### src/rtl/tgm_pkg.sv
// Shared types and constants for the touch gesture to mouse converter.
// No dependencies; imported by every module of the block.
`default_nettype none
package tgm_pkg;

  localparam int unsigned DEF_FINGER_SLOTS  = 3;
  localparam int unsigned DEF_TAP_TIME_MS   = 250;
  localparam int unsigned DEF_TAP_RADIUS_PX = 10;
  localparam int unsigned DEF_CLICK_HOLD_MS = 50;

  localparam int unsigned IN_DATA_W  = 136;
  localparam int unsigned IN_USER_W  = 3;
  localparam int unsigned OUT_DATA_W = 56;
  localparam int unsigned OUT_USER_W = 3;
  localparam int unsigned CFG_IDX_W  = 3;
  localparam int unsigned CFG_DATA_W = 12;

  typedef enum logic [1:0] {
    FUNC_DOWN   = 2'd0,
    FUNC_UP     = 2'd1,
    FUNC_MOTION = 2'd2,
    FUNC_TICK   = 2'd3
  } func_e;

  typedef enum logic [1:0] {
    KIND_PRESS   = 2'd0,
    KIND_RELEASE = 2'd1,
    KIND_MOTION  = 2'd2
  } kind_e;

  typedef enum logic [1:0] {
    DRAG_IDLE  = 2'd0,
    DRAG_LEFT  = 2'd1,
    DRAG_RIGHT = 2'd2
  } drag_e;

  typedef enum logic [CFG_IDX_W-1:0] {
    CFG_DIRECT_MODE    = 3'd0,
    CFG_VIEW_WIDTH     = 3'd1,
    CFG_VIEW_HEIGHT    = 3'd2,
    CFG_BORDER_X       = 3'd3,
    CFG_BORDER_Y       = 3'd4,
    CFG_SURFACE_WIDTH  = 3'd5,
    CFG_SURFACE_HEIGHT = 3'd6
  } cfg_reg_e;

  typedef enum logic [3:0] {
    ST_IDLE,
    ST_MUL_SX,
    ST_MUL_SY,
    ST_MUL_D,
    ST_MUL_E,
    ST_SQ_D,
    ST_SQ_E,
    ST_EVAL,
    ST_SEND0,
    ST_SEND1
  } state_e;

  typedef enum logic [2:0] {
    MOP_NONE,
    MOP_SX,
    MOP_SY,
    MOP_D,
    MOP_E,
    MOP_DD,
    MOP_EE
  } mul_op_e;

  typedef struct packed {
    logic    load;
    mul_op_e mul_op;
    logic    eval;
    logic    sel_second;
  } tgm_cmd_t;

  typedef struct packed {
    logic [1:0] res_cnt;
  } tgm_stat_t;

  typedef struct packed {
    kind_e              kind;
    logic               button;
    logic [11:0]        x;
    logic [11:0]        y;
    logic signed [12:0] rx;
    logic signed [12:0] ry;
  } tgm_res_t;

endpackage
`default_nettype wire

### src/rtl/touch_gesture_to_mouse.sv
// Top level of the touch gesture to mouse converter.
// Instantiates tgm_ctrl and tgm_dp; uses tgm_pkg.
//
// Touch events arrive on the s_axis channel, one event per transfer. Each
// event gives zero, one or two mouse events on the m_axis channel; tlast
// marks the final one of an event. Registers are written through the cfg
// channel, which is always ready; the user must write them only while no
// event is in flight, and the block itself does not enforce it.
// The first result is offered after the six multiplier states and the
// evaluation state. One event is taken at a time; an event occupies the
// block through the six products that run through the single shared
// multiplier, the evaluation step and the transfer of each result.
// s_axis_tready is high only while the block is idle.
// A stalled receiver holds the current result steady and keeps the input
// closed until every result of the event has been taken.
// Reset clears the finger table, drag state, pending clicks and loads the
// register defaults (direct mode, 640 by 480 view and surface, no border).
`default_nettype none
module touch_gesture_to_mouse #(
  parameter int unsigned FINGER_SLOTS  = tgm_pkg::DEF_FINGER_SLOTS,
  parameter int unsigned TAP_TIME_MS   = tgm_pkg::DEF_TAP_TIME_MS,
  parameter int unsigned TAP_RADIUS_PX = tgm_pkg::DEF_TAP_RADIUS_PX,
  parameter int unsigned CLICK_HOLD_MS = tgm_pkg::DEF_CLICK_HOLD_MS
) (
  input  wire                              clk_i,
  input  wire                              rst_ni,
  input  wire                              s_axis_tvalid,
  output logic                             s_axis_tready,
  // finger_tag, stamp_ms, touch_x, touch_y, move_dx, move_dy, pointer_x, pointer_y
  input  wire  [tgm_pkg::IN_DATA_W-1:0]    s_axis_tdata,
  // func, panel
  input  wire  [tgm_pkg::IN_USER_W-1:0]    s_axis_tuser,
  output logic                             m_axis_tvalid,
  input  wire                              m_axis_tready,
  // out_x, out_y, rel_x, rel_y, zero fill
  output logic [tgm_pkg::OUT_DATA_W-1:0]   m_axis_tdata,
  // kind, button
  output logic [tgm_pkg::OUT_USER_W-1:0]   m_axis_tuser,
  output logic                             m_axis_tlast,
  input  wire                              cfg_valid_i,
  output logic                             cfg_ready_o,
  input  wire  [tgm_pkg::CFG_IDX_W-1:0]    cfg_index_i,
  input  wire  [tgm_pkg::CFG_DATA_W-1:0]   cfg_data_i
);
  import tgm_pkg::*;

  tgm_cmd_t  cmd;
  tgm_stat_t stat;
  tgm_res_t  res;
  logic      res_last;

  assign cfg_ready_o = 1'b1;

  tgm_ctrl u_ctrl (
    .clk_i       (clk_i),
    .rst_ni      (rst_ni),
    .in_valid_i  (s_axis_tvalid),
    .in_ready_o  (s_axis_tready),
    .out_valid_o (m_axis_tvalid),
    .out_ready_i (m_axis_tready),
    .stat_i      (stat),
    .cmd_o       (cmd)
  );

  tgm_dp #(
    .FINGER_SLOTS  (FINGER_SLOTS),
    .TAP_TIME_MS   (TAP_TIME_MS),
    .TAP_RADIUS_PX (TAP_RADIUS_PX),
    .CLICK_HOLD_MS (CLICK_HOLD_MS)
  ) u_dp (
    .clk_i       (clk_i),
    .rst_ni      (rst_ni),
    .cfg_we_i    (cfg_valid_i && cfg_ready_o),
    .cfg_index_i (cfg_index_i),
    .cfg_data_i  (cfg_data_i),
    .item_data_i (s_axis_tdata),
    .item_user_i (s_axis_tuser),
    .cmd_i       (cmd),
    .stat_o      (stat),
    .res_o       (res),
    .res_last_o  (res_last)
  );

  assign m_axis_tdata = {6'd0, res.ry, res.rx, res.y, res.x};
  assign m_axis_tuser = {res.button, res.kind};
  assign m_axis_tlast = res_last;

endmodule
`default_nettype wire

### src/rtl/tgm_ctrl.sv
// Sequencer of the touch gesture to mouse converter: steps the shared
// multiplier, triggers evaluation and hands results out. Uses tgm_pkg.
`default_nettype none
module tgm_ctrl (
  input  wire                  clk_i,
  input  wire                  rst_ni,
  input  wire                  in_valid_i,
  output logic                 in_ready_o,
  output logic                 out_valid_o,
  input  wire                  out_ready_i,
  input  tgm_pkg::tgm_stat_t   stat_i,
  output tgm_pkg::tgm_cmd_t    cmd_o
);
  import tgm_pkg::*;

  state_e state_q, state_d;

  always_ff @(posedge clk_i or negedge rst_ni) begin
    if (!rst_ni) begin
      state_q <= ST_IDLE;
    end else begin
      state_q <= state_d;
    end
  end

  always_comb begin
    state_d = state_q;
    unique case (state_q)
      ST_IDLE:   if (in_valid_i) state_d = ST_MUL_SX;
      ST_MUL_SX: state_d = ST_MUL_SY;
      ST_MUL_SY: state_d = ST_MUL_D;
      ST_MUL_D:  state_d = ST_MUL_E;
      ST_MUL_E:  state_d = ST_SQ_D;
      ST_SQ_D:   state_d = ST_SQ_E;
      ST_SQ_E:   state_d = ST_EVAL;
      ST_EVAL:   state_d = (stat_i.res_cnt == 2'd0) ? ST_IDLE : ST_SEND0;
      ST_SEND0: begin
        if (out_ready_i) state_d = (stat_i.res_cnt == 2'd2) ? ST_SEND1 : ST_IDLE;
      end
      ST_SEND1:  if (out_ready_i) state_d = ST_IDLE;
      default:   state_d = ST_IDLE;
    endcase
  end

  always_comb begin
    in_ready_o        = 1'b0;
    out_valid_o       = 1'b0;
    cmd_o.load        = 1'b0;
    cmd_o.mul_op      = MOP_NONE;
    cmd_o.eval        = 1'b0;
    cmd_o.sel_second  = 1'b0;
    unique case (state_q)
      ST_IDLE: begin
        in_ready_o = 1'b1;
        cmd_o.load = in_valid_i;
      end
      ST_MUL_SX: cmd_o.mul_op = MOP_SX;
      ST_MUL_SY: cmd_o.mul_op = MOP_SY;
      ST_MUL_D:  cmd_o.mul_op = MOP_D;
      ST_MUL_E:  cmd_o.mul_op = MOP_E;
      ST_SQ_D:   cmd_o.mul_op = MOP_DD;
      ST_SQ_E:   cmd_o.mul_op = MOP_EE;
      ST_EVAL:   cmd_o.eval = 1'b1;
      ST_SEND0:  out_valid_o = 1'b1;
      ST_SEND1: begin
        out_valid_o      = 1'b1;
        cmd_o.sel_second = 1'b1;
      end
      default: ;
    endcase
  end

endmodule
`default_nettype wire

### src/rtl/tgm_dp.sv
// Datapath of the touch gesture to mouse converter: configuration, finger
// slot table, shared multiplier, gesture evaluation and result registers.
// Uses tgm_pkg.
`default_nettype none
module tgm_dp #(
  parameter int unsigned FINGER_SLOTS  = tgm_pkg::DEF_FINGER_SLOTS,
  parameter int unsigned TAP_TIME_MS   = tgm_pkg::DEF_TAP_TIME_MS,
  parameter int unsigned TAP_RADIUS_PX = tgm_pkg::DEF_TAP_RADIUS_PX,
  parameter int unsigned CLICK_HOLD_MS = tgm_pkg::DEF_CLICK_HOLD_MS
) (
  input  wire                               clk_i,
  input  wire                               rst_ni,
  input  wire                               cfg_we_i,
  input  wire  [tgm_pkg::CFG_IDX_W-1:0]     cfg_index_i,
  input  wire  [tgm_pkg::CFG_DATA_W-1:0]    cfg_data_i,
  input  wire  [tgm_pkg::IN_DATA_W-1:0]     item_data_i,
  input  wire  [tgm_pkg::IN_USER_W-1:0]     item_user_i,
  input  tgm_pkg::tgm_cmd_t                 cmd_i,
  output tgm_pkg::tgm_stat_t                stat_o,
  output tgm_pkg::tgm_res_t                 res_o,
  output logic                              res_last_o
);
  import tgm_pkg::*;

  localparam int unsigned CntW = $clog2(FINGER_SLOTS + 1);
  localparam logic [31:0] TapT  = 32'(TAP_TIME_MS);
  localparam logic [31:0] HoldT = 32'(CLICK_HOLD_MS);
  localparam logic [58:0] RadLim = 59'(TAP_RADIUS_PX * TAP_RADIUS_PX) << 32;

  // Configuration
  logic        direct_q;
  logic [11:0] vw_q, vh_q, bx_q, by_q, sw_q, sh_q;

  always_ff @(posedge clk_i or negedge rst_ni) begin
    if (!rst_ni) begin
      direct_q <= 1'b1;
      vw_q     <= 12'd640;
      vh_q     <= 12'd480;
      bx_q     <= 12'd0;
      by_q     <= 12'd0;
      sw_q     <= 12'd640;
      sh_q     <= 12'd480;
    end else if (cfg_we_i) begin
      unique case (cfg_reg_e'(cfg_index_i))
        CFG_DIRECT_MODE:    direct_q <= cfg_data_i[0];
        CFG_VIEW_WIDTH:     vw_q     <= cfg_data_i;
        CFG_VIEW_HEIGHT:    vh_q     <= cfg_data_i;
        CFG_BORDER_X:       bx_q     <= cfg_data_i;
        CFG_BORDER_Y:       by_q     <= cfg_data_i;
        CFG_SURFACE_WIDTH:  sw_q     <= cfg_data_i;
        CFG_SURFACE_HEIGHT: sh_q     <= cfg_data_i;
        default: ;
      endcase
    end
  end

  // Captured item
  logic [IN_DATA_W-1:0] item_q;
  logic [IN_USER_W-1:0] user_q;

  always_ff @(posedge clk_i) begin
    if (cmd_i.load) begin
      item_q <= item_data_i;
      user_q <= item_user_i;
    end
  end

  func_e              func;
  logic               panel;
  logic [15:0]        tag;
  logic [31:0]        stamp;
  logic [15:0]        tx, ty;
  logic signed [15:0] mdx, mdy;
  logic [11:0]        px, py;

  assign func  = func_e'(user_q[1:0]);
  assign panel = user_q[2];
  assign tag   = item_q[15:0];
  assign stamp = item_q[47:16];
  assign tx    = item_q[63:48];
  assign ty    = item_q[79:64];
  assign mdx   = $signed(item_q[95:80]);
  assign mdy   = $signed(item_q[111:96]);
  assign px    = item_q[123:112];
  assign py    = item_q[135:124];

  // Slot table
  logic [FINGER_SLOTS-1:0] busy_q, busy_d;
  logic [15:0]             s_tag_q   [FINGER_SLOTS];
  logic [31:0]             s_time_q  [FINGER_SLOTS];
  logic [15:0]             s_dx_q    [FINGER_SLOTS];
  logic [15:0]             s_dy_q    [FINGER_SLOTS];
  logic [11:0]             s_px_q    [FINGER_SLOTS];
  logic [11:0]             s_py_q    [FINGER_SLOTS];
  logic [FINGER_SLOTS-1:0] new_we, pos_we;
  logic [11:0]             new_x, new_y, mot_x, mot_y;

  logic [1:0]  drag_q, drag_d;
  logic [1:0]  pend_q, pend_d;
  logic [31:0] start_q [2];
  logic [31:0] start_d [2];

  // Matching slot, first one wins
  logic [FINGER_SLOTS-1:0] tag_hit, self_oh;
  logic                    self_found;
  logic [15:0]             self_dx, self_dy;
  logic [31:0]             self_time;
  logic [CntW-1:0]         cnt;

  always_comb begin
    self_oh    = '0;
    self_found = 1'b0;
    self_dx    = '0;
    self_dy    = '0;
    self_time  = '0;
    cnt        = '0;
    for (int i = 0; i < FINGER_SLOTS; i++) begin
      tag_hit[i] = busy_q[i] && (s_tag_q[i] == tag);
      if (tag_hit[i] && !self_found) begin
        self_oh[i] = 1'b1;
        self_found = 1'b1;
      end
      if (busy_q[i]) cnt = cnt + CntW'(1);
    end
    for (int i = 0; i < FINGER_SLOTS; i++) begin
      if (self_oh[i]) begin
        self_dx   = s_dx_q[i];
        self_dy   = s_dy_q[i];
        self_time = s_time_q[i];
      end
    end
  end

  // Shared multiplier, one product per cycle
  logic signed [29:0] mul_a, mul_b;
  logic signed [59:0] prod;
  logic [27:0]        sx_q, sy_q;
  logic signed [28:0] d_q, e_q;
  logic [57:0]        dd_q, ee_q;

  always_comb begin
    mul_a = '0;
    mul_b = '0;
    case (cmd_i.mul_op)
      MOP_SX: begin
        mul_a = $signed({14'd0, tx});
        mul_b = $signed({18'd0, vw_q});
      end
      MOP_SY: begin
        mul_a = $signed({14'd0, ty});
        mul_b = $signed({18'd0, vh_q});
      end
      MOP_D: begin
        mul_a = (func == FUNC_MOTION) ? 30'(mdx)
                                      : $signed({14'd0, tx}) - $signed({14'd0, self_dx});
        mul_b = $signed({18'd0, sw_q});
      end
      MOP_E: begin
        mul_a = (func == FUNC_MOTION) ? 30'(mdy)
                                      : $signed({14'd0, ty}) - $signed({14'd0, self_dy});
        mul_b = $signed({18'd0, sh_q});
      end
      MOP_DD: begin
        mul_a = 30'(d_q);
        mul_b = 30'(d_q);
      end
      MOP_EE: begin
        mul_a = 30'(e_q);
        mul_b = 30'(e_q);
      end
      default: ;
    endcase
  end

  assign prod = mul_a * mul_b;

  always_ff @(posedge clk_i) begin
    case (cmd_i.mul_op)
      MOP_SX:  sx_q <= prod[27:0];
      MOP_SY:  sy_q <= prod[27:0];
      MOP_D:   d_q  <= prod[28:0];
      MOP_E:   e_q  <= prod[28:0];
      MOP_DD:  dd_q <= prod[57:0];
      MOP_EE:  ee_q <= prod[57:0];
      default: ;
    endcase
  end

  // Scaling and relative motion
  function automatic logic [11:0] sat_add(input logic [11:0] a, input logic [11:0] b);
    logic [12:0] s;
    s = {1'b0, a} + {1'b0, b};
    return s[12] ? 12'hFFF : s[11:0];
  endfunction

  function automatic logic [11:0] clip(input logic [13:0] v, input logic [11:0] lim);
    return (v > {2'b0, lim}) ? lim : v[11:0];
  endfunction

  function automatic logic [11:0] rel(input logic [11:0] ptr, input logic signed [28:0] d,
                                      input logic [11:0] lim);
    logic signed [34:0] num;
    num = $signed({6'd0, ptr, 17'd0}) + (35'(d) <<< 2) + 35'(d);
    return num[34] ? 12'd0 : clip(num[30:17], lim);
  endfunction

  logic [11:0]        scl_x, scl_y;
  logic signed [12:0] rx, ry;
  logic               still;

  assign scl_x = sat_add(sx_q[27:16], bx_q);
  assign scl_y = sat_add(sy_q[27:16], by_q);
  assign new_x = direct_q ? scl_x : px;
  assign new_y = direct_q ? scl_y : py;
  assign mot_x = direct_q ? clip({2'b0, scl_x}, sw_q) : rel(px, d_q, sw_q);
  assign mot_y = direct_q ? clip({2'b0, scl_y}, sh_q) : rel(py, e_q, sh_q);
  assign rx    = $signed({1'b0, mot_x}) - $signed({1'b0, px});
  assign ry    = $signed({1'b0, mot_y}) - $signed({1'b0, py});
  assign still = ({1'b0, dd_q} + {1'b0, ee_q}) < RadLim;

  function automatic tgm_res_t mk(input kind_e k, input logic b, input logic [11:0] x,
                                  input logic [11:0] y, input logic signed [12:0] rxv,
                                  input logic signed [12:0] ryv);
    tgm_res_t r;
    r.kind   = k;
    r.button = b;
    r.x      = x;
    r.y      = y;
    r.rx     = rxv;
    r.ry     = ryv;
    return r;
  endfunction

  // Evaluation of one item
  tgm_res_t r0_d, r1_d, r0_q, r1_q;
  logic [1:0] n_d, n_q;

  always_comb begin
    logic [FINGER_SLOTS-1:0] busy_t;
    logic                    found;
    logic [CntW-1:0]         longc;
    logic [31:0]             early;
    logic [11:0]             dx0, dy0;
    logic                    oldest;
    tgm_res_t                v;
    busy_d   = busy_q;
    drag_d   = drag_q;
    pend_d   = pend_q;
    start_d  = start_q;
    new_we   = '0;
    pos_we   = '0;
    r0_d     = '0;
    r1_d     = '0;
    n_d      = 2'd0;
    busy_t   = busy_q;
    found    = 1'b0;
    longc    = '0;
    early    = self_time;
    dx0      = px;
    dy0      = py;
    oldest   = 1'b1;
    v        = '0;
    if (func == FUNC_TICK) begin
      for (int b = 0; b < 2; b++) begin
        if (pend_q[b] && ((stamp - start_q[b]) >= HoldT)) begin
          v = mk(KIND_RELEASE, b[0], px, py, 13'sd0, 13'sd0);
          if (n_d == 2'd0) r0_d = v;
          else r1_d = v;
          n_d        = n_d + 2'd1;
          pend_d[b]  = 1'b0;
          start_d[b] = '0;
        end
      end
    end else if (!panel) begin
      case (func)
        FUNC_DOWN: begin
          busy_t = busy_q & ~tag_hit;
          busy_d = busy_t;
          for (int i = 0; i < FINGER_SLOTS; i++) begin
            if (!found && !busy_t[i]) begin
              found     = 1'b1;
              busy_d[i] = 1'b1;
              new_we[i] = 1'b1;
            end
          end
        end
        FUNC_UP: begin
          if (self_found) begin
            busy_d = busy_q & ~self_oh;
            if (drag_q == DRAG_IDLE) begin
              if (((stamp - self_time) <= TapT) && still) begin
                if (cnt == CntW'(2)) begin
                  pend_d[1]  = 1'b1;
                  start_d[1] = stamp;
                  r0_d       = mk(KIND_PRESS, 1'b1, px, py, 13'sd0, 13'sd0);
                  n_d        = 2'd1;
                end else if (cnt == CntW'(1)) begin
                  pend_d[0]  = 1'b1;
                  start_d[0] = stamp;
                  r0_d       = mk(KIND_PRESS, 1'b0, new_x, new_y, 13'sd0, 13'sd0);
                  n_d        = 2'd1;
                end
              end
            end else if (cnt == CntW'(1)) begin
              r0_d   = mk(KIND_RELEASE, (drag_q == DRAG_RIGHT), px, py, 13'sd0, 13'sd0);
              n_d    = 2'd1;
              drag_d = DRAG_IDLE;
            end
          end
        end
        FUNC_MOTION: begin
          if (cnt != '0) begin
            pos_we = tag_hit;
            for (int i = 0; i < FINGER_SLOTS; i++) begin
              if (busy_q[i] && ((stamp - s_time_q[i]) > TapT)) longc = longc + CntW'(1);
              // Chain over the other fingers keeps the earliest one down.
              if (busy_q[i] && !self_oh[i] && (s_time_q[i] < early)) begin
                dx0   = s_px_q[i];
                dy0   = s_py_q[i];
                early = s_time_q[i];
              end
              if (busy_q[i] && !self_oh[i] && (s_time_q[i] < self_time)) oldest = 1'b0;
            end
            if (!(direct_q && self_found)) begin
              dx0 = px;
              dy0 = py;
            end
            if (!((cnt > CntW'(1)) && self_found)) oldest = 1'b1;
            if ((rx != 13'sd0 || ry != 13'sd0) && oldest) begin
              r0_d = mk(KIND_MOTION, 1'b0, mot_x, mot_y, rx, ry);
              n_d  = 2'd1;
            end
            if ((cnt >= CntW'(2)) && (drag_q == DRAG_IDLE) && (longc >= CntW'(2))) begin
              v      = mk(KIND_PRESS, (longc != CntW'(2)), dx0, dy0, 13'sd0, 13'sd0);
              drag_d = (longc == CntW'(2)) ? DRAG_LEFT : DRAG_RIGHT;
              if (n_d == 2'd0) r0_d = v;
              else r1_d = v;
              n_d = n_d + 2'd1;
            end
          end
        end
        default: ;
      endcase
    end
  end

  always_ff @(posedge clk_i or negedge rst_ni) begin
    if (!rst_ni) begin
      busy_q     <= '0;
      drag_q     <= DRAG_IDLE;
      pend_q     <= '0;
      start_q[0] <= '0;
      start_q[1] <= '0;
      n_q        <= 2'd0;
    end else if (cmd_i.eval) begin
      busy_q  <= busy_d;
      drag_q  <= drag_d;
      pend_q  <= pend_d;
      start_q <= start_d;
      n_q     <= n_d;
    end
  end

  always_ff @(posedge clk_i) begin
    if (cmd_i.eval) begin
      r0_q <= r0_d;
      r1_q <= r1_d;
      for (int i = 0; i < FINGER_SLOTS; i++) begin
        if (new_we[i]) begin
          s_tag_q[i]  <= tag;
          s_time_q[i] <= stamp;
          s_dx_q[i]   <= tx;
          s_dy_q[i]   <= ty;
          s_px_q[i]   <= new_x;
          s_py_q[i]   <= new_y;
        end else if (pos_we[i]) begin
          s_px_q[i]   <= mot_x;
          s_py_q[i]   <= mot_y;
        end
      end
    end
  end

  // After evaluation the table has moved on, so the stored count is reported.
  assign stat_o.res_cnt = cmd_i.eval ? n_d : n_q;
  assign res_o          = cmd_i.sel_second ? r1_q : r0_q;
  assign res_last_o     = cmd_i.sel_second || (n_q == 2'd1);

endmodule
`default_nettype wire

### config.mk
export PLATFORM = sky130hd
export DESIGN_NAME = touch_gesture_to_mouse
export DESIGN_NICKNAME = d
export VERILOG_FILES = /design/src/rtl/tgm_pkg.sv /design/src/rtl/touch_gesture_to_mouse.sv /design/src/rtl/tgm_ctrl.sv /design/src/rtl/tgm_dp.sv
export SDC_FILE = /design/constraint.sdc
export NUM_CORES = 2
export LEC_CHECK = 0
export BUFFER_PORTS_ARGS = -buffer_cell sky130_fd_sc_hd__buf_2
export CAP_MARGIN = 40
export CORE_MARGIN = 2
export CORE_UTILIZATION = 45
export CTS_BUF_LIST = sky130_fd_sc_hd__clkbuf_2
export DETAILED_ROUTE_END_ITERATION = 8
export GPL_TIMING_DRIVEN = 0
export MAX_ROUTING_LAYER = met4
export SLEW_MARGIN = 20
export SYNTH_ARGS = -nofsm -noshare
export SYNTH_HDL_FRONTEND = slang
export SYNTH_SLANG_ARGS = --single-unit
### constraint.sdc
create_clock -name clk_i -period 37.5 [get_ports clk_i]
set_clock_uncertainty 0.2 [all_clocks]
set_input_delay 5.625 -clock clk_i [delete_from_list [all_inputs] [get_ports clk_i]]
set_output_delay 5.625 -clock clk_i [all_outputs]
set_load 0.01 [all_outputs]
; Yosys cells after proc, flatten, opt, wreduce, memory -nomap -nowiden
; Memory sizes are Yosys's and may differ from the RTL's.
; Index checks and enable logic that the tools add are counted.
[word_totals]
ramBits = 312
ff_bits = 625
memories = 6
word_cells = 448
[mem_list]
columns = name, words, width, rd, rd_ports_with_merged_regs, wr, line_no
row1 = u_dp.s_time_q, 3, 32, 3, 0, 1, tgm_dp.sv:90  ; logic [31:0] s_time_q [FINGER_SLOTS];
row2 = u_dp.s_dx_q, 3, 16, 3, 0, 1, tgm_dp.sv:91  ; logic [15:0] s_dx_q [FINGER_SLOTS];
row3 = u_dp.s_dy_q, 3, 16, 3, 0, 1, tgm_dp.sv:92  ; logic [15:0] s_dy_q [FINGER_SLOTS];
row4 = u_dp.s_tag_q, 3, 16, 3, 0, 1, tgm_dp.sv:89  ; logic [15:0] s_tag_q [FINGER_SLOTS];
row5 = u_dp.s_px_q, 3, 12, 3, 0, 3, tgm_dp.sv:93  ; logic [11:0] s_px_q [FINGER_SLOTS];
row6 = u_dp.s_py_q, 3, 12, 3, 0, 3, tgm_dp.sv:94  ; logic [11:0] s_py_q [FINGER_SLOTS];
[op_classes]
reduce_logical = 75
bitwise_logic = 12
n_lt_le_gt_ge = 19
n_eq_ne = 46
n_mul = 1
n_mux = 231
add_sub_neg = 23
[ops]
columns = operator, count
row1 = 53-bit 2-to-1 mux, 18
row2 = 32-bit 2-to-1 mux, 20
row3 = 64-bit 2-to-1 mux, 6
row4 = 30-bit case mux with 6 select lines, 2
row5 = 12-bit 2-to-1 mux, 26
row6 = 52-bit 2-to-1 mux, 4
row7 = 16-bit 2-to-1 mux, 12
row8 = 32-bit subtractor, 6
row9 = 32-bit < comparator, 5
row10 = 53-bit case mux with 2 select lines, 1
row11 = 2-bit 2-to-1 mux, 51
row12 = "32-bit by 8-bit greater-than comparator with 1-bit output, second input constant", 3
row13 = 16-bit OR reduction, 6
row14 = 1-bit 2-to-1 mux, 69
row15 = 32-bit by 29-bit adder with 33-bit output, 2
row16 = 30-bit by 31-bit adder with 32-bit output, 2
row17 = "32-bit by 6-bit greater-or-equal comparator with 1-bit output, second input constant", 2
row18 = 32-bit OR reduction, 2
row19 = 30-bit 2-to-1 mux, 2
row20 = 58-bit by 58-bit adder with 59-bit output, 1
row21 = "59-bit by 39-bit < comparator with 1-bit output, second input constant", 1
row22 = 30-bit by 30-bit multiplier with 58-bit output, 1
row23 = 51-bit 2-to-1 mux, 1
row24 = 50-bit 2-to-1 mux, 1
row25 = 46 further kinds, 163

; Depth between registers and ports, before layout
; An unclocked memory read counts as a cell.
[depth]
word_depth = 38
mapped_depth = 57

; Cells and area by module
; From an unflattened synthesis, not the netlist that was laid out.
[unflattened]
hier_cells = 9532
area_unflattened_um2 = 91325.1
[modules_own_cells]
columns = module, area_each_um2, instances, cells_per_inst
row1 = tgm_dp, 90919.7, 1, 9484
row2 = tgm_ctrl, 345.3, 1, 39
row3 = touch_gesture_to_mouse, 60.1, 1, 9

; Least setup slack after synthesis
; No wires, ideal clock.
[synth_path]
kind = register to register
from = reg u_dp.item_q[6]
to = reg u_dp.dd_q[54] (data pin)
stages_incl_launch_ff = 54
setup_time_ns = 0.266
path_slack_ns = 23.928
t_arrival_ns = 13.106
path_cell_list = edfxtp_1 -> xor2_1 -> nor4_1 -> and4_1 -> and2_1 -> clkbuf_1 -> clkbuf_1 -> buf_1 -> clkbuf_1 -> buf_1 -> o21ai_0 -> ha_1 -> fa_1 -> nor2b_1 -> o21ai_0 -> a21boi_0 -> nor4_1 -> o31a_1 -> (+18 left out) -> fa_1 -> fa_1 -> inv_1 -> fa_1 -> inv_1 -> ha_1 -> and3_1 -> a221oi_1 -> and3_1 -> a311oi_1 -> o21a_1 -> a211o_1 -> a21o_1 -> a221o_1 -> a41o_1 -> nor3_1 -> o21bai_1 -> xor2_1
[synth_between]
elab_chain_cells = 14
elab_cells_between_ends = 26
[synth_rtl]
columns = item, line_no
row1 = "start, declared", tgm_dp.sv:58  ; logic [IN_DATA_W-1:0] item_q;
row2 = "start signal, assigned", tgm_dp.sv:63  ; item_q <= item_data_i;
row3 = 16-bit == test, tgm_dp.sv:118  ; tag_hit[i] = busy_q[i] && (s_tag_q[i] == tag);
row4 = 1-bit logical AND, tgm_dp.sv:118
row5 = 1-bit 2-to-1 mux, tgm_dp.sv:119  ; if (tag_hit[i] && !self_found) begin
row6 = 1-bit zero test, tgm_dp.sv:119
row7 = 1-bit logical AND, tgm_dp.sv:119
row8 = 1-bit 2-to-1 mux, tgm_dp.sv:119
row9 = 1-bit zero test, tgm_dp.sv:119
row10 = 1-bit logical AND, tgm_dp.sv:119
row11 = 1-bit 2-to-1 mux, tgm_dp.sv:119
row12 = 16-bit 2-to-1 mux, tgm_dp.sv:126  ; if (self_oh[i]) begin
row13 = "16-bit by 16-bit subtractor with 17-bit output, on equally long branches", "tgm_dp.sv:160, tgm_dp.sv:155"
row14 = "30-bit 2-to-1 mux, on equally long branches", "tgm_dp.sv:159, tgm_dp.sv:154"
row15 = 30-bit case mux with 6 select lines *, tgm_dp.sv:144  ; case (cmd_i.mul_op)
row16 = 30-bit by 30-bit multiplier with 58-bit output *, tgm_dp.sv:175  ; assign prod = mul_a * mul_b;
row17 = via u_dp.prod[54], tgm_dp.sv:136  ; logic signed [59:0] prod;
row18 = "end signal, assigned", tgm_dp.sv:183  ; MOP_DD: dd_q <= prod[57:0];
row19 = "end, declared", tgm_dp.sv:139  ; logic [57:0] dd_q, ee_q;
; Mark *: on every way through the listed nets, which the timed path passes. The rest lies on a longest branch.
; A chain may end at the register's enable or synchronous reset.

; Worst setup path in the final report
[layout_path]
from = reg u_dp.item_q[6]
to = reg u_dp.dd_q[57] (data pin)
; Same word-level chain as after synthesis.

==> results.json <==
{
  "hp-start": "u_dp.n_q[0]",
  "area_growth_pct": 10.1,
  "cts_made_buffers": 231,
  "final_max_slew_viol_count": 0,
  "totalWireLength_um": 336000,
  "fillers": 18900,
  "final_nets": 11900,
  "synth_warnings": 0,
  "track_usage": 0.335,
  "setup.worst_path.end": "u_dp.dd_q[57]",
  "dpl.hpwl_um": 280000,
  "grt_pass1_vias": 75500,
  "critical_path_required_ns": 38.74,
  "synth_edf_count": 728,
  "worstPathArrival_ns": 21.31,
  "fp.dieH_um": 454,
  "min_path_type": "flop to flop",
  "vias": 74300,
  "cpMostUsedCell": "fa_1",
  "slew_headroom": 0.200,
  "detail_route.iter0.violations": 6340,
  "ioPinCount": 222,
  "start_util": 0.452,
  "r2r-start": "u_dp.item_q[6]",
  "drc": 0,
  "synth-seq-cells": 878,
  "antenna_found_initial": 8,
  "r2r_slack_ns": 17.43,
  "fin_crit_sh": 0.535,
  "cts_resized": 0,
  "drive_above_1_share": 0.104,
  "cts_buffer_depth": 3,
  "dieArea_um2": 206000,
  "critPathLaunch": "u_dp.item_q[6]",
  "tightest_slew_ns": 1.20,
  "vias_per_cell": 5.76,
  "grt_max_degree": 79,
  "synth_top_flop_cell": "edfxtp_1",
  "port_buffers": 214,
  "cp-end-kind": "flop",
  "avgSynthCellArea_um2": 9.70,
  "die_width_um": 454,
  "cts.sinks": 878,
  "synth-seq-area-share": 0.281,
  "r2r_cells": 56,
  "layout_common_cells": "inv_1 (1480), fa_1 (958), nand2_1 (850)",
  "r2r_end": "u_dp.dd_q[57]",
  "clk_latency_ns": 1.90,
  "dp_slack_ns": 18.15,
  "fin_tns_setup_ns": 0,
  "placementRows": 165,
  "ctsHoldBuffers": 0,
  "core_um2": 202000,
  "cts_tree": "built",
  "synth.distinct_cells": 118,
  "period_minus_slack_ns": 20.07,
  "crit_fanout": 10,
  "finalHoldViolations": 0,
  "drt_pass1_iterations": 9,
  "syn_area_um2": 91200,
  "cpPeakStageDelay_ns": 0.85,
  "async_reset_ff_frac": 0.171,
  "start_kind": "flop",
  "rsz0062_at_grt": "false",
  "clk_pin_slew_ns": 0.10,
  "setup_viol": 0,
  "netlist_instances": 9399,
  "fmax_mhz": 49.8,
  "final_common_cell": "inv_1",
  "regArea_um2": 25600,
  "h-tree-depth": 4,
  "multi_input_area_um2": 58900,
  "grt_pass1_wl_um": 491000,
  "status": "complete, no violations",
  "postRouteAntennaNets": 0,
  "grt_overflow": 0,
  "cts_setup_buffers": 0,
  "path_class": "flop to flop",
  "setup_ws_ns": 17.43,
  "clockRootBuffer": "clkbuf_2",
  "gp_congestion": 1.05,
  "cpMaxStageDelayCell": "nor4_1",
  "maxCapViolCount": 0,
  "wire_per_inst_um": 26.1
}
## state kept, by name (all words and copies together), names as in the netlist, 4 cells and up
register and cells:
u_ctrl.state_q 4, u_dp.bx_q 12, u_dp.by_q 12, u_dp.d_q 29, u_dp.dd_q 58, u_dp.e_q 29, u_dp.ee_q 58, u_dp.item_q 136
u_dp.r0_q 53, u_dp.r1_q 26, u_dp.s_dx_q 48, u_dp.s_dy_q 48, u_dp.s_px_q 36, u_dp.s_py_q 36, u_dp.s_tag_q 48, u_dp.s_time_q 96
u_dp.sh_q 12, u_dp.start_q 64, u_dp.sw_q 12, u_dp.sx_q 12, u_dp.sy_q 12, u_dp.vh_q 12, u_dp.vw_q 12
## logic make-up after synthesis
logic type | synth area share
buffers and inverters | 0.0760
AND/OR/NAND/NOR | 0.124
multiplexers | 0.0322
other | 0.0000824
adder cells (fa/ha/maj) | 0.319
XOR/XNOR | 0.0246
AO/OA/AOI/OAI | 0.142
flip-flops | 0.281
## per-stage QoR
step	util	hold slack [ns]	area, um2	std cells
global placement	0.474	0.264	95600	12300
CTS	0.497	0.297	100000	12900
finish	0.497	0.295	100000	12900
global route	0.497	0.327	100000	12900
detailed placement	0.485	0.275	97900	12500
floorplan	-	0.250	91200	9404
## per-layer routing
layer,global-route usage,vias to the layer above,wire [um]
met1,0.415,37000,136000
li1,-,33600,-
met2,0.533,2947,157000
met4,0.175,0,20300
met5,-,-,0
met3,0.0479,718,22800
## worst min path at each step
stage               cells after the start         endpoint  slack (ns)
floorplan                               2      u_dp.n_q[0]        0.25
global placement                        2      u_dp.n_q[0]        0.26
detailed placement                      2      u_dp.n_q[0]        0.27
CTS                                     2      u_dp.n_q[0]        0.30
global route                            1  u_dp.start_q[6]        0.33
finish                                  2      u_dp.n_q[0]        0.29
## cells in the mapped netlist, types with 47 or more instances
library cell / count / share of area
and2_1: 67 / 0.0046
a31oi_1: 69 / 0.0047
fa_1: 958 / 0.21
xor2_1: 109 / 0.010
clkbuf_1: 267 / 0.011
o21a_1: 72 / 0.0059
inv_1: 1482 / 0.061
a22oi_1: 133 / 0.011
nand2b_1: 83 / 0.0057
edfxtp_1: 728 / 0.24
nand3_1: 148 / 0.0081
a21oi_1: 495 / 0.027
o21ai_0: 348 / 0.019
nor4_1: 48 / 0.0033
nor3_1: 110 / 0.0060
nor2_1: 770 / 0.032
nand2_1: 850 / 0.035
nor2b_1: 105 / 0.0072
a21o_1: 148 / 0.012
mux2_2: 121 / 0.015
and3_1: 52 / 0.0036
ha_1: 793 / 0.11
dfrtp_1: 137 / 0.038
nand4_1: 85 / 0.0058
mux2i_1: 156 / 0.017
a22o_1: 64 / 0.0061
a221o_1: 47 / 0.0052
xnor2_1: 147 / 0.014
a211oi_1: 74 / 0.0061
## worst max-delay path, delay by kind of cell (launching register included)
kind | cells | cell delay, ns
fa+ha+maj | 11 | 5.17
buf+inv | 13 | 3.90
compound gates | 21 | 6.07
flops | 1 | 0.53
simple gates | 9 | 3.07
xor+xnor | 2 | 0.80
## area by class of cell
class | count | area share
Sequential cell | 878 | 0.255
Buffer | 334 | 0.0137
Timing Repair Buffer | 388 | 0.0324
Antenna cell | 16 | 0.000399
Inverter | 1488 | 0.0557
Tap cell | 2672 | 0.0333
Multi-Input combinational cell | 6704 | 0.587
Clock buffer | 352 | 0.0176
Clock inverter | 67 | 0.00484
Power is not shown: default switching activity piles up to over one toggle a cycle in this logic, so the estimate is an artifact.
